===== src/rtl/core/lbc_pkg.sv =====
`timescale 1ns / 1ps
package lbc_pkg;

    // Sensor lanes
    localparam int NUM_SENSORS = 6;
    localparam int SAMPLE_BITS = 12;
    localparam int SUM_W       = SAMPLE_BITS + $clog2(NUM_SENSORS);

    // Encoder and ramp arithmetic widths
    localparam int PULSE_W   = 32;
    localparam int TRAVEL_W  = PULSE_W + 1;
    localparam int REM_W     = PULSE_W + 2;
    localparam int DUTY_W    = 16;
    localparam int DIVISOR_W = 16;
    localparam int PROD_W    = 50;

    // Configuration port
    localparam int CFG_W     = 16;
    localparam int CFG_IDX_W = 3;

    localparam logic [CFG_IDX_W-1:0] REG_DARK_THRESHOLD = 3'd0;
    localparam logic [CFG_IDX_W-1:0] REG_CONFIRM_TICKS  = 3'd1;
    localparam logic [CFG_IDX_W-1:0] REG_STOP_DISTANCE  = 3'd2;
    localparam logic [CFG_IDX_W-1:0] REG_BRAKE_SPEED    = 3'd3;
    localparam logic [CFG_IDX_W-1:0] REG_MIN_SPEED      = 3'd4;

    // Modes as reported on the result
    localparam logic [1:0] MODE_FOLLOWING = 2'd0;
    localparam logic [1:0] MODE_BRAKING   = 2'd1;
    localparam logic [1:0] MODE_STOPPED   = 2'd2;

    localparam logic [DUTY_W-1:0] NEUTRAL_DUTY = 16'h8000;
    localparam logic [3:0]        DARK_RUN_MAX = 4'd15;

    typedef struct packed {
        logic [SAMPLE_BITS-1:0]    sample_0;
        logic [SAMPLE_BITS-1:0]    sample_1;
        logic [SAMPLE_BITS-1:0]    sample_2;
        logic [SAMPLE_BITS-1:0]    sample_3;
        logic [SAMPLE_BITS-1:0]    sample_4;
        logic [SAMPLE_BITS-1:0]    sample_5;
        logic signed [PULSE_W-1:0] left_pulses;
        logic signed [PULSE_W-1:0] right_pulses;
    } tick_t;

    typedef struct packed {
        logic [DUTY_W-1:0] drive_duty;
        logic [1:0]        mode;
    } result_t;

endpackage


===== src/rtl/core/lbc_sense.sv =====
`timescale 1ns / 1ps
// Sensor lanes plus merge: each lane holds one sample, the merge sums them.
module lbc_sense
    import lbc_pkg::*;
(
    input  logic                                   clk,
    input  logic                                   capture,
    input  logic [NUM_SENSORS-1:0][SAMPLE_BITS-1:0] samples,
    output logic [SUM_W-1:0]                       sum
);

    logic [SAMPLE_BITS-1:0] lane_reg [NUM_SENSORS];
    logic [SUM_W-1:0]       sum_next;
    logic [SUM_W-1:0]       sum_reg;

    // One capture register per sensor lane
    for (genvar i = 0; i < NUM_SENSORS; i++) begin : g_lane
        always_ff @(posedge clk)
        begin
            if (capture)
            begin
                lane_reg[i] <= samples[i];
            end
        end
    end

    // Merge stage: sum of all lanes, registered
    always_comb
    begin
        sum_next = '0;
        for (int i = 0; i < NUM_SENSORS; i++)
        begin
            sum_next = sum_next + SUM_W'(lane_reg[i]);
        end
    end

    always_ff @(posedge clk)
    begin
        sum_reg <= sum_next;
    end

    assign sum = sum_reg;

endmodule


===== src/rtl/core/lbc_enc_lane.sv =====
`timescale 1ns / 1ps
// Encoder lane: holds the latched count and the wrapped travel since it.
module lbc_enc_lane
    import lbc_pkg::*;
(
    input  logic               clk,
    input  logic               rst_n,
    input  logic               capture,
    input  logic               latch,
    input  logic [PULSE_W-1:0] pulses,
    output logic [PULSE_W-1:0] diff
);

    logic [PULSE_W-1:0] latch_reg;
    logic [PULSE_W-1:0] pulse_reg;
    logic [PULSE_W-1:0] diff_reg;

    // Latched count is state and resets to zero
    always_ff @(posedge clk or negedge rst_n)
    begin
        if (!rst_n)
        begin
            latch_reg <= '0;
        end
        else if (latch)
        begin
            latch_reg <= pulse_reg;
        end
    end

    // Count of the current item and its wrapped difference (mod 2^32)
    always_ff @(posedge clk)
    begin
        if (capture)
        begin
            pulse_reg <= pulses;
            diff_reg  <= pulses - latch_reg;
        end
    end

    assign diff = diff_reg;

endmodule


===== src/rtl/core/lbc_div.sv =====
`timescale 1ns / 1ps
// Unsigned radix-4 restoring divider, two quotient bits per cycle.
module lbc_div
    import lbc_pkg::*;
(
    input  logic                 clk,
    input  logic                 rst_n,
    input  logic                 start,
    input  logic [PROD_W-1:0]    dividend,
    input  logic [DIVISOR_W-1:0] divisor,
    output logic                 done,
    output logic [PROD_W-1:0]    quotient
);

    localparam int STEPS = PROD_W / 2;
    localparam int CNT_W = $clog2(STEPS + 1);

    logic                 busy_reg;
    logic                 done_reg;
    logic [CNT_W-1:0]     cnt_reg;
    logic [DIVISOR_W-1:0] dsr_reg;
    logic [DIVISOR_W-1:0] rem_reg;
    logic [PROD_W-1:0]    quo_reg;
    logic [DIVISOR_W-1:0] rem_next;
    logic [PROD_W-1:0]    quo_next;

    // Two restoring steps; quo shifts dividend bits out and quotient bits in
    always_comb
    begin
        logic [DIVISOR_W:0] trial;
        logic [DIVISOR_W:0] diff;
        rem_next = rem_reg;
        quo_next = quo_reg;
        for (int k = 0; k < 2; k++)
        begin
            trial    = {rem_next, quo_next[PROD_W-1]};
            diff     = trial - {1'b0, dsr_reg};
            quo_next = {quo_next[PROD_W-2:0], 1'b0};
            if (trial >= {1'b0, dsr_reg})
            begin
                rem_next    = diff[DIVISOR_W-1:0];
                quo_next[0] = 1'b1;
            end
            else
            begin
                rem_next = trial[DIVISOR_W-1:0];
            end
        end
    end

    always_ff @(posedge clk or negedge rst_n)
    begin
        if (!rst_n)
        begin
            busy_reg <= 1'b0;
            done_reg <= 1'b0;
            cnt_reg  <= '0;
            dsr_reg  <= '0;
            rem_reg  <= '0;
            quo_reg  <= '0;
        end
        else
        begin
            done_reg <= 1'b0;
            if (start)
            begin
                busy_reg <= 1'b1;
                cnt_reg  <= CNT_W'(STEPS);
                dsr_reg  <= divisor;
                rem_reg  <= '0;
                quo_reg  <= dividend;
            end
            else if (busy_reg)
            begin
                rem_reg <= rem_next;
                quo_reg <= quo_next;
                cnt_reg <= cnt_reg - 1'b1;
                if (cnt_reg == CNT_W'(1))
                begin
                    busy_reg <= 1'b0;
                    done_reg <= 1'b1;
                end
            end
        end
    end

    assign done     = done_reg;
    assign quotient = quo_reg;

endmodule


===== src/rtl/core/line_end_brake_controller.sv =====
`timescale 1ns / 1ps
// Channel  Handshake              Payload   Direction
// tick     tick_valid/tick_ready  tick_t    in: samples and encoder counts
// res      res_valid/res_ready    result_t  out: drive duty and mode
// cfg      cfg_we                 cfg_index, cfg_wdata  in: register writes
//
// One item at a time. Following, stopped and end-of-braking items pass through
// ST_SUM, ST_DECIDE and ST_OUT; a braking ramp item also takes two multiplier passes
// for the ramp numerator, ST_MUL_ADD, the 25-step radix-4 divider and ST_FIN.
// A new item is accepted while a finished result waits in the output register.
// Reset (rst_n low, async) restores register defaults and the following mode.
module line_end_brake_controller
    import lbc_pkg::*;
(
    input  logic                 clk,
    input  logic                 rst_n,
    input  logic                 tick_valid,
    output logic                 tick_ready,
    input  tick_t                tick,
    output logic                 res_valid,
    input  logic                 res_ready,
    output result_t              res,
    input  logic                 cfg_we,
    input  logic [CFG_IDX_W-1:0] cfg_index,
    input  logic [CFG_W-1:0]     cfg_wdata
);

    localparam int SPEED_W = 20;
    localparam int QM_W    = 18;

    typedef enum logic [3:0] {
        ST_IDLE,
        ST_SUM,
        ST_DECIDE,
        ST_MUL_LO,
        ST_MUL_HI,
        ST_MUL_ADD,
        ST_DIV,
        ST_FIN,
        ST_OUT
    } state_t;

    // Duty = neutral - speed, saturated to 0..neutral
    function automatic logic [DUTY_W-1:0] sat_duty(input logic [SPEED_W-1:0] speed);
        logic signed [SPEED_W:0] d;
        d = $signed({{(SPEED_W + 1 - DUTY_W){1'b0}}, NEUTRAL_DUTY})
            - $signed({speed[SPEED_W-1], speed});
        if (d < 0)
            sat_duty = '0;
        else if (d > $signed({{(SPEED_W + 1 - DUTY_W){1'b0}}, NEUTRAL_DUTY}))
            sat_duty = NEUTRAL_DUTY;
        else
            sat_duty = d[DUTY_W-1:0];
    endfunction

    state_t               state_reg;
    logic [14:0]          thr_reg;
    logic [3:0]           confirm_reg;
    logic [DUTY_W-1:0]    sdc_reg;
    logic [DUTY_W-1:0]    bs_reg;
    logic [DUTY_W-1:0]    ms_reg;
    logic [1:0]           mode_reg;
    logic [3:0]           dark_run_reg;
    logic [DUTY_W-1:0]    last_duty_reg;
    logic [DUTY_W-1:0]    duty_reg;
    logic signed [REM_W-1:0] rem_reg;
    logic [32:0]          plo_reg;
    logic [32:0]          phi_reg;
    logic                 res_valid_reg;
    result_t              res_reg;

    logic                 accept;
    logic [NUM_SENSORS-1:0][SAMPLE_BITS-1:0] samples;
    logic [SUM_W-1:0]     sum;
    logic [PULSE_W-1:0]   diff_l;
    logic [PULSE_W-1:0]   diff_r;
    logic                 latch;
    logic [TRAVEL_W-1:0]  travel;
    logic [REM_W-1:0]     rem_next;
    logic                 dark;
    logic [3:0]           run_next;
    logic                 confirmed;
    logic [DUTY_W:0]      delta;
    logic [DUTY_W-1:0]    abs_delta;
    logic                 rem_pos;
    logic [16:0]          mul_a;
    logic [32:0]          mul_p;
    logic [PROD_W-1:0]    dividend;
    logic                 div_start;
    logic                 div_done;
    logic [PROD_W-1:0]    quotient;
    logic                 q_big;
    logic [SPEED_W-1:0]   q_s;
    logic [SPEED_W-1:0]   ramp_speed;
    logic [DUTY_W-1:0]    ramp_duty;
    logic [DUTY_W-1:0]    cruise_duty;

    assign accept     = tick_valid && tick_ready;
    assign tick_ready = (state_reg == ST_IDLE);
    assign samples    = {tick.sample_5, tick.sample_4, tick.sample_3,
                         tick.sample_2, tick.sample_1, tick.sample_0};

    // Sensor lanes and merge
    lbc_sense u_sense (
        .clk     (clk),
        .capture (accept),
        .samples (samples),
        .sum     (sum)
    );

    // Encoder lanes
    lbc_enc_lane u_enc_left (
        .clk     (clk),
        .rst_n   (rst_n),
        .capture (accept),
        .latch   (latch),
        .pulses  (tick.left_pulses),
        .diff    (diff_l)
    );

    lbc_enc_lane u_enc_right (
        .clk     (clk),
        .rst_n   (rst_n),
        .capture (accept),
        .latch   (latch),
        .pulses  (tick.right_pulses),
        .diff    (diff_r)
    );

    // Remaining travel = stop distance - (dL + dR)
    assign travel   = {diff_l[PULSE_W-1], diff_l} + {diff_r[PULSE_W-1], diff_r};
    assign rem_next = {{(REM_W - DUTY_W){1'b0}}, sdc_reg} - {travel[TRAVEL_W-1], travel};
    assign rem_pos  = !rem_reg[REM_W-1] && (rem_reg != '0);

    // Dark run tracking
    assign dark      = 32'(sum) < 32'(thr_reg);
    assign run_next  = !dark ? 4'd0 :
                       (dark_run_reg == DARK_RUN_MAX) ? dark_run_reg : dark_run_reg + 4'd1;
    assign confirmed = run_next >= confirm_reg;
    assign latch     = (state_reg == ST_DECIDE) && (mode_reg == MODE_FOLLOWING) && confirmed;

    // Ramp slope magnitude
    assign delta     = {1'b0, bs_reg} - {1'b0, ms_reg};
    assign abs_delta = delta[DUTY_W] ? 16'(-delta) : delta[DUTY_W-1:0];

    // Shared multiplier: low 17 bits of rem, then high 16 bits
    assign mul_a    = (state_reg == ST_MUL_LO) ? rem_reg[16:0] : {1'b0, rem_reg[32:17]};
    assign mul_p    = {16'b0, mul_a} * {17'b0, abs_delta};
    assign dividend = {{(PROD_W - 33){1'b0}}, plo_reg} + {phi_reg, 17'b0};
    assign div_start = (state_reg == ST_MUL_ADD);

    lbc_div u_div (
        .clk      (clk),
        .rst_n    (rst_n),
        .start    (div_start),
        .dividend (dividend),
        .divisor  (sdc_reg),
        .done     (div_done),
        .quotient (quotient)
    );

    // Speed = min + signed quotient; large quotients saturate the duty directly
    assign q_big      = |quotient[PROD_W-1:QM_W];
    assign q_s        = delta[DUTY_W] ? -{2'b0, quotient[QM_W-1:0]} : {2'b0, quotient[QM_W-1:0]};
    assign ramp_speed = {{(SPEED_W - DUTY_W){1'b0}}, ms_reg} + q_s;
    assign ramp_duty  = q_big ? (delta[DUTY_W] ? NEUTRAL_DUTY : '0) : sat_duty(ramp_speed);
    assign cruise_duty = sat_duty({{(SPEED_W - DUTY_W){1'b0}}, bs_reg});

    // Configuration registers
    always_ff @(posedge clk or negedge rst_n)
    begin
        if (!rst_n)
        begin
            thr_reg     <= 15'd410;
            confirm_reg <= 4'd1;
            sdc_reg     <= 16'd1655;
            bs_reg      <= 16'd26214;
            ms_reg      <= 16'd6554;
        end
        else if (cfg_we)
        begin
            unique case (cfg_index)
                REG_DARK_THRESHOLD: thr_reg     <= cfg_wdata[14:0];
                REG_CONFIRM_TICKS:  confirm_reg <= cfg_wdata[3:0];
                REG_STOP_DISTANCE:  sdc_reg     <= cfg_wdata;
                REG_BRAKE_SPEED:    bs_reg      <= cfg_wdata;
                REG_MIN_SPEED:      ms_reg      <= cfg_wdata;
                default: ;
            endcase
        end
    end

    // Control sequencer, mode state and output register
    always_ff @(posedge clk or negedge rst_n)
    begin
        if (!rst_n)
        begin
            state_reg     <= ST_IDLE;
            mode_reg      <= MODE_FOLLOWING;
            dark_run_reg  <= '0;
            last_duty_reg <= '0;
            duty_reg      <= '0;
            rem_reg       <= '0;
            plo_reg       <= '0;
            phi_reg       <= '0;
            res_valid_reg <= 1'b0;
            res_reg       <= '0;
        end
        else
        begin
            // Result taken; ST_OUT refills the register itself on the same edge
            if (res_valid_reg && res_ready && (state_reg != ST_OUT))
            begin
                res_valid_reg <= 1'b0;
            end
            unique case (state_reg)
                ST_IDLE:
                begin
                    if (accept)
                    begin
                        state_reg <= ST_SUM;
                    end
                end
                ST_SUM:
                begin
                    rem_reg   <= $signed(rem_next);
                    state_reg <= ST_DECIDE;
                end
                ST_DECIDE:
                begin
                    unique case (mode_reg)
                        MODE_FOLLOWING:
                        begin
                            dark_run_reg <= run_next;
                            if (confirmed)
                            begin
                                mode_reg <= MODE_BRAKING;
                                duty_reg <= last_duty_reg;
                            end
                            else
                            begin
                                duty_reg      <= cruise_duty;
                                last_duty_reg <= cruise_duty;
                            end
                            state_reg <= ST_OUT;
                        end
                        MODE_BRAKING:
                        begin
                            if (!rem_pos)
                            begin
                                mode_reg      <= MODE_STOPPED;
                                duty_reg      <= NEUTRAL_DUTY;
                                last_duty_reg <= NEUTRAL_DUTY;
                                state_reg     <= ST_OUT;
                            end
                            else if (sdc_reg == '0)
                            begin
                                // zero stop distance: speed is the brake speed
                                duty_reg      <= cruise_duty;
                                last_duty_reg <= cruise_duty;
                                state_reg     <= ST_OUT;
                            end
                            else
                            begin
                                state_reg <= ST_MUL_LO;
                            end
                        end
                        default:
                        begin
                            mode_reg      <= MODE_STOPPED;
                            duty_reg      <= NEUTRAL_DUTY;
                            last_duty_reg <= NEUTRAL_DUTY;
                            state_reg     <= ST_OUT;
                        end
                    endcase
                end
                ST_MUL_LO:
                begin
                    plo_reg   <= mul_p;
                    state_reg <= ST_MUL_HI;
                end
                ST_MUL_HI:
                begin
                    phi_reg   <= mul_p;
                    state_reg <= ST_MUL_ADD;
                end
                ST_MUL_ADD:
                begin
                    state_reg <= ST_DIV;
                end
                ST_DIV:
                begin
                    if (div_done)
                    begin
                        state_reg <= ST_FIN;
                    end
                end
                ST_FIN:
                begin
                    duty_reg      <= ramp_duty;
                    last_duty_reg <= ramp_duty;
                    state_reg     <= ST_OUT;
                end
                ST_OUT:
                begin
                    if (!res_valid_reg || res_ready)
                    begin
                        res_reg.drive_duty <= duty_reg;
                        res_reg.mode       <= mode_reg;
                        res_valid_reg      <= 1'b1;
                        state_reg          <= ST_IDLE;
                    end
                end
                default:
                begin
                    state_reg <= ST_IDLE;
                end
            endcase
        end
    end

    assign res_valid = res_valid_reg;
    assign res       = res_reg;

endmodule


===== config.mk =====
export PLATFORM = sky130hd
export DESIGN_NAME = line_end_brake_controller
export DESIGN_NICKNAME = d
export VERILOG_FILES = /design/src/rtl/core/lbc_pkg.sv /design/src/rtl/core/lbc_sense.sv /design/src/rtl/core/lbc_enc_lane.sv /design/src/rtl/core/lbc_div.sv /design/src/rtl/core/line_end_brake_controller.sv
export SDC_FILE = /design/constraint.sdc
export NUM_CORES = 2
export LEC_CHECK = 0
export BUFFER_PORTS_ARGS = -buffer_cell sky130_fd_sc_hd__buf_2
export CORE_ASPECT_RATIO = 0.75
export CORE_MARGIN = 1.5
export CORE_UTILIZATION = 42
export CTS_CLUSTER_DIAMETER = 200
export DETAILED_ROUTE_END_ITERATION = 12
export PLACE_DENSITY = 0.7
export SLEW_MARGIN = 15
export SYNTH_ARGS = -nofsm -noshare
export SYNTH_HDL_FRONTEND = slang
export SYNTH_SLANG_ARGS = --single-unit

===== constraint.sdc =====
create_clock -name clk -period 9.3 [get_ports clk]
set_input_delay 0.465 -clock clk [delete_from_list [all_inputs] [get_ports clk]]
set_output_delay 0.465 -clock clk [all_outputs]
set_load 0.02 [all_outputs]

==> flow_metrics.py <==
metrics = {
    "status": {
        "outcome": "completed",
    },
    "logic_synthesis": {
        "synth-main-ff-cell": "dfrtp_1",
        "synth_warnings": 0,
        "ys_seq_elements": 580,
        "syn-num-nets": 5242,
        "synth_edf_count": 200,
        "yosysSeqAreaShare": 0.357,
        "syn_inst": 4462,
        "synth_area_um2": 43400,
        "ys_types": 99,
        "synth_area_per_cell_um2": 9.72,
        "ys_async_sr_fraction": 0.629,
    },
    "min_path": {
        "worstHoldEndpoint": "u_sense.lane_reg[4][1]",
        "hold_start": "tick[77]",
        "hp-class": "in2reg",
        "min_path_cells": 1,
    },
    "floorplan": {
        "dieHeight_um": 281,
        "die_area_um2": 105000,
        "core_area_um2": 102000,
        "io_pins": 180,
        "dieWidth_um": 374,
        "num_rows": 101,
        "start_util": 0.426,
    },
    "sta": {
        "worst_clock_skew_ps": 59.0,
        "drv_slew": 0,
        "fin_crit_ps": 9090,
        "relSlewSlack": 0.213,
        "fin_ws_ps": 212,
        "fin_hold_ws_ps": 29.7,
        "setup_viol": 0,
        "period_share": 0.977,
        "hold_viol": 0,
        "worstMarginPinSlew_ps": 1170,
        "max_freq_ghz": 0.110,
    },
    "place": {
        "gp_congestion": 0.949,
        "pre_cts_ws_ps": -150,
        "port_buffers": 179,
        "hpwlAfterDp_mm": 84.3,
        "postPlaceCellArea_um2": 46300,
    },
    "worst_setup_path": {
        "crit_buf_inv": 5,
        "arrival_ps": 9590,
        "worstSetupPathType": "reg2reg",
        "r2r_start": "ms_reg[1]",
        "crit_path_start_kind": "register",
        "slowest_stage": "fa_1",
        "path_max_fanout": 4,
        "r2r_setup_slack_ps": 210,
        "slowest_delay_ps": 540,
        "worstPathRequired_ps": 9800,
        "rr_endpoint": "phi_reg[32]",
        "r2r_cells": 35,
        "setup.worst_path.end_class": "register",
        "path_common_cell": "fa_1",
        "critPathTopFamily": "adder cells",
    },
    "clock_network": {
        "clkLatencyLatePin_ps": 660,
        "clock-root-buffer": "clkbuf_16",
        "path_clk_slew_ps": 70,
        "cts_tree": "built",
        "clk_path_buf_depth": 3,
        "cts_buffers": 59,
        "cts.htree.levels": 2,
        "clock-sinks": 580,
    },
    "cells_and_area": {
        "area_delta_synth_final_pct": 15.3,
        "final_util": 0.491,
        "drive_gt1_frac": 0.125,
        "largest_register_ffs": 72,
        "fin_area_um2": 50000,
        "nNetsFinal": 5591,
    },
    "run": {
        "maxCapViolations": 0,
    },
    "route": {
        "ant_nets": 0,
        "wl_mm": 113,
        "firstDrtPassIters": 5,
        "drc_errors": 0,
        "vias": 33300,
        "vias_per_cell": 5.37,
        "wl_per_cell_um": 18.2,
        "dr.first_iter.drc_count": 2394,
    },
    "global_routing": {
        "grt_max_degree": 143,
        "antenna_found_initial": 5,
        "grt_pass1_vias": 33000,
        "grt-ovfl-total": 0,
        "grtUsageTotal": 0.213,
        "grt_pass1_wl_mm": 180,
    },
}
## worst max-delay path by stage
| stage | startpoint | end | depth (start not counted) | slack [ps] |
|---|---|---|---|---|
| final | ms_reg[1] | phi_reg[32] | 35 | 210 |
| after global placement | ms_reg[1] | plo_reg[32] | 35 | -10 |
| after floorplan | ms_reg[1] | plo_reg[32] | 35 | 210 |
| after global routing | ms_reg[1] | plo_reg[31] | 35 | -90 |
| after CTS | ms_reg[1] | phi_reg[32] | 37 | 10 |
| after detailed placement | ms_reg[1] | plo_reg[32] | 36 | -150 |
## cell usage in the layout (no fill, tap or decap), types with 12 or more instances in the layout
cell             n
dfstp_2         29
nand2b_1        55
clkbuf_1        18
o21ai_0        317
fa_1           263
and2_1          42
a21o_1          78
inv_1          548
nand2_1        566
or3_1           22
o21bai_1        21
or2_2           20
nor2_1         213
a31oi_1         20
o211ai_1        12
o21ai_1         14
xor2_1         103
o31ai_1         20
o21a_1          40
a21oi_1        201
nor4_1          30
edfxtp_1       200
a211oi_1        36
dlygate4sd3_1  131
buf_2          178
nor3_1          56
nand4_1         28
nand3_1         56
nor2b_1         62
mux2_2          80
buf_4          104
and3_1          21
clkbuf_16       61
dfxtp_1         15
xnor2_1        154
mux2i_1         57
ha_1           348
dfrtp_1        335
## cell type report
class                           count  area, µm²
Multi-Input combinational cell   3203      25700
Clock buffer                       88       1720
Tap cell                         1339       1680
Fill cell                        9175      51800
Sequential cell                   580      15500
Clock inverter                     24        319
Antenna cell                        3       7.51
Inverter                          549       2060
Timing Repair Buffer              418       3080
## cell usage after synthesis, drive strengths merged, types with 31 or more instances
master / n / area (µm²)
xnor2: 161 / 1430
mux2: 80 / 901
nand3: 59 / 295
xor2: 104 / 918
nor2b: 67 / 419
o21ai: 334 / 1670
clkbuf: 112 / 420
o21a: 40 / 300
nor3: 60 / 317
a21o: 78 / 586
inv: 549 / 2060
nor4: 32 / 221
dfrtp: 336 / 8410
fa: 268 / 5370
a21oi: 207 / 1040
o31ai: 31 / 278
and2: 44 / 275
mux2i: 57 / 571
edfxtp: 200 / 6010
nand2b: 55 / 344
ha: 352 / 4400
nand2: 569 / 2140
a211oi: 39 / 298
nor2: 214 / 803
## repair_timing
action                     4_1_cts  5_1_grt
hold endpoints to repair       246        0
buffers inserted                 2        9
setup endpoints to repair       16       34
pin swaps                        2       57
hold buffers                   131        0
resized for setup                5       58
## layer usage
layer / vias up / track usage / share of wire
li1: 15900 / - / -
met1: 16300 / 0.308 / 0.47
met2: 891 / 0.340 / 0.45
met3: 143 / 0.0367 / 0.065
met4: 4 / 0.0398 / 0.017
met5: - / 0 / 0.00022
## through the flow
step / instances / TNS, ps
floorplan: 4462 / 0
global placement: 5947 / -25.6
detailed placement: 5947 / -1220
CTS: 6192 / 0
global route: 6204 / -675
finish: 6204 / 0
## kinds of logic after synthesis
logic type | synth area share
AO/OA/AOI/OAI | 0.134
XOR/XNOR | 0.0541
adder cells (fa/ha/maj) | 0.225
buffers and inverters | 0.0593
flip-flops | 0.357
multiplexers | 0.0339
AND/OR/NAND/NOR | 0.137
Power is left out: the tool's default activity adds up to more than one toggle a clock period on the data nets, which glitch-free logic cannot reach.
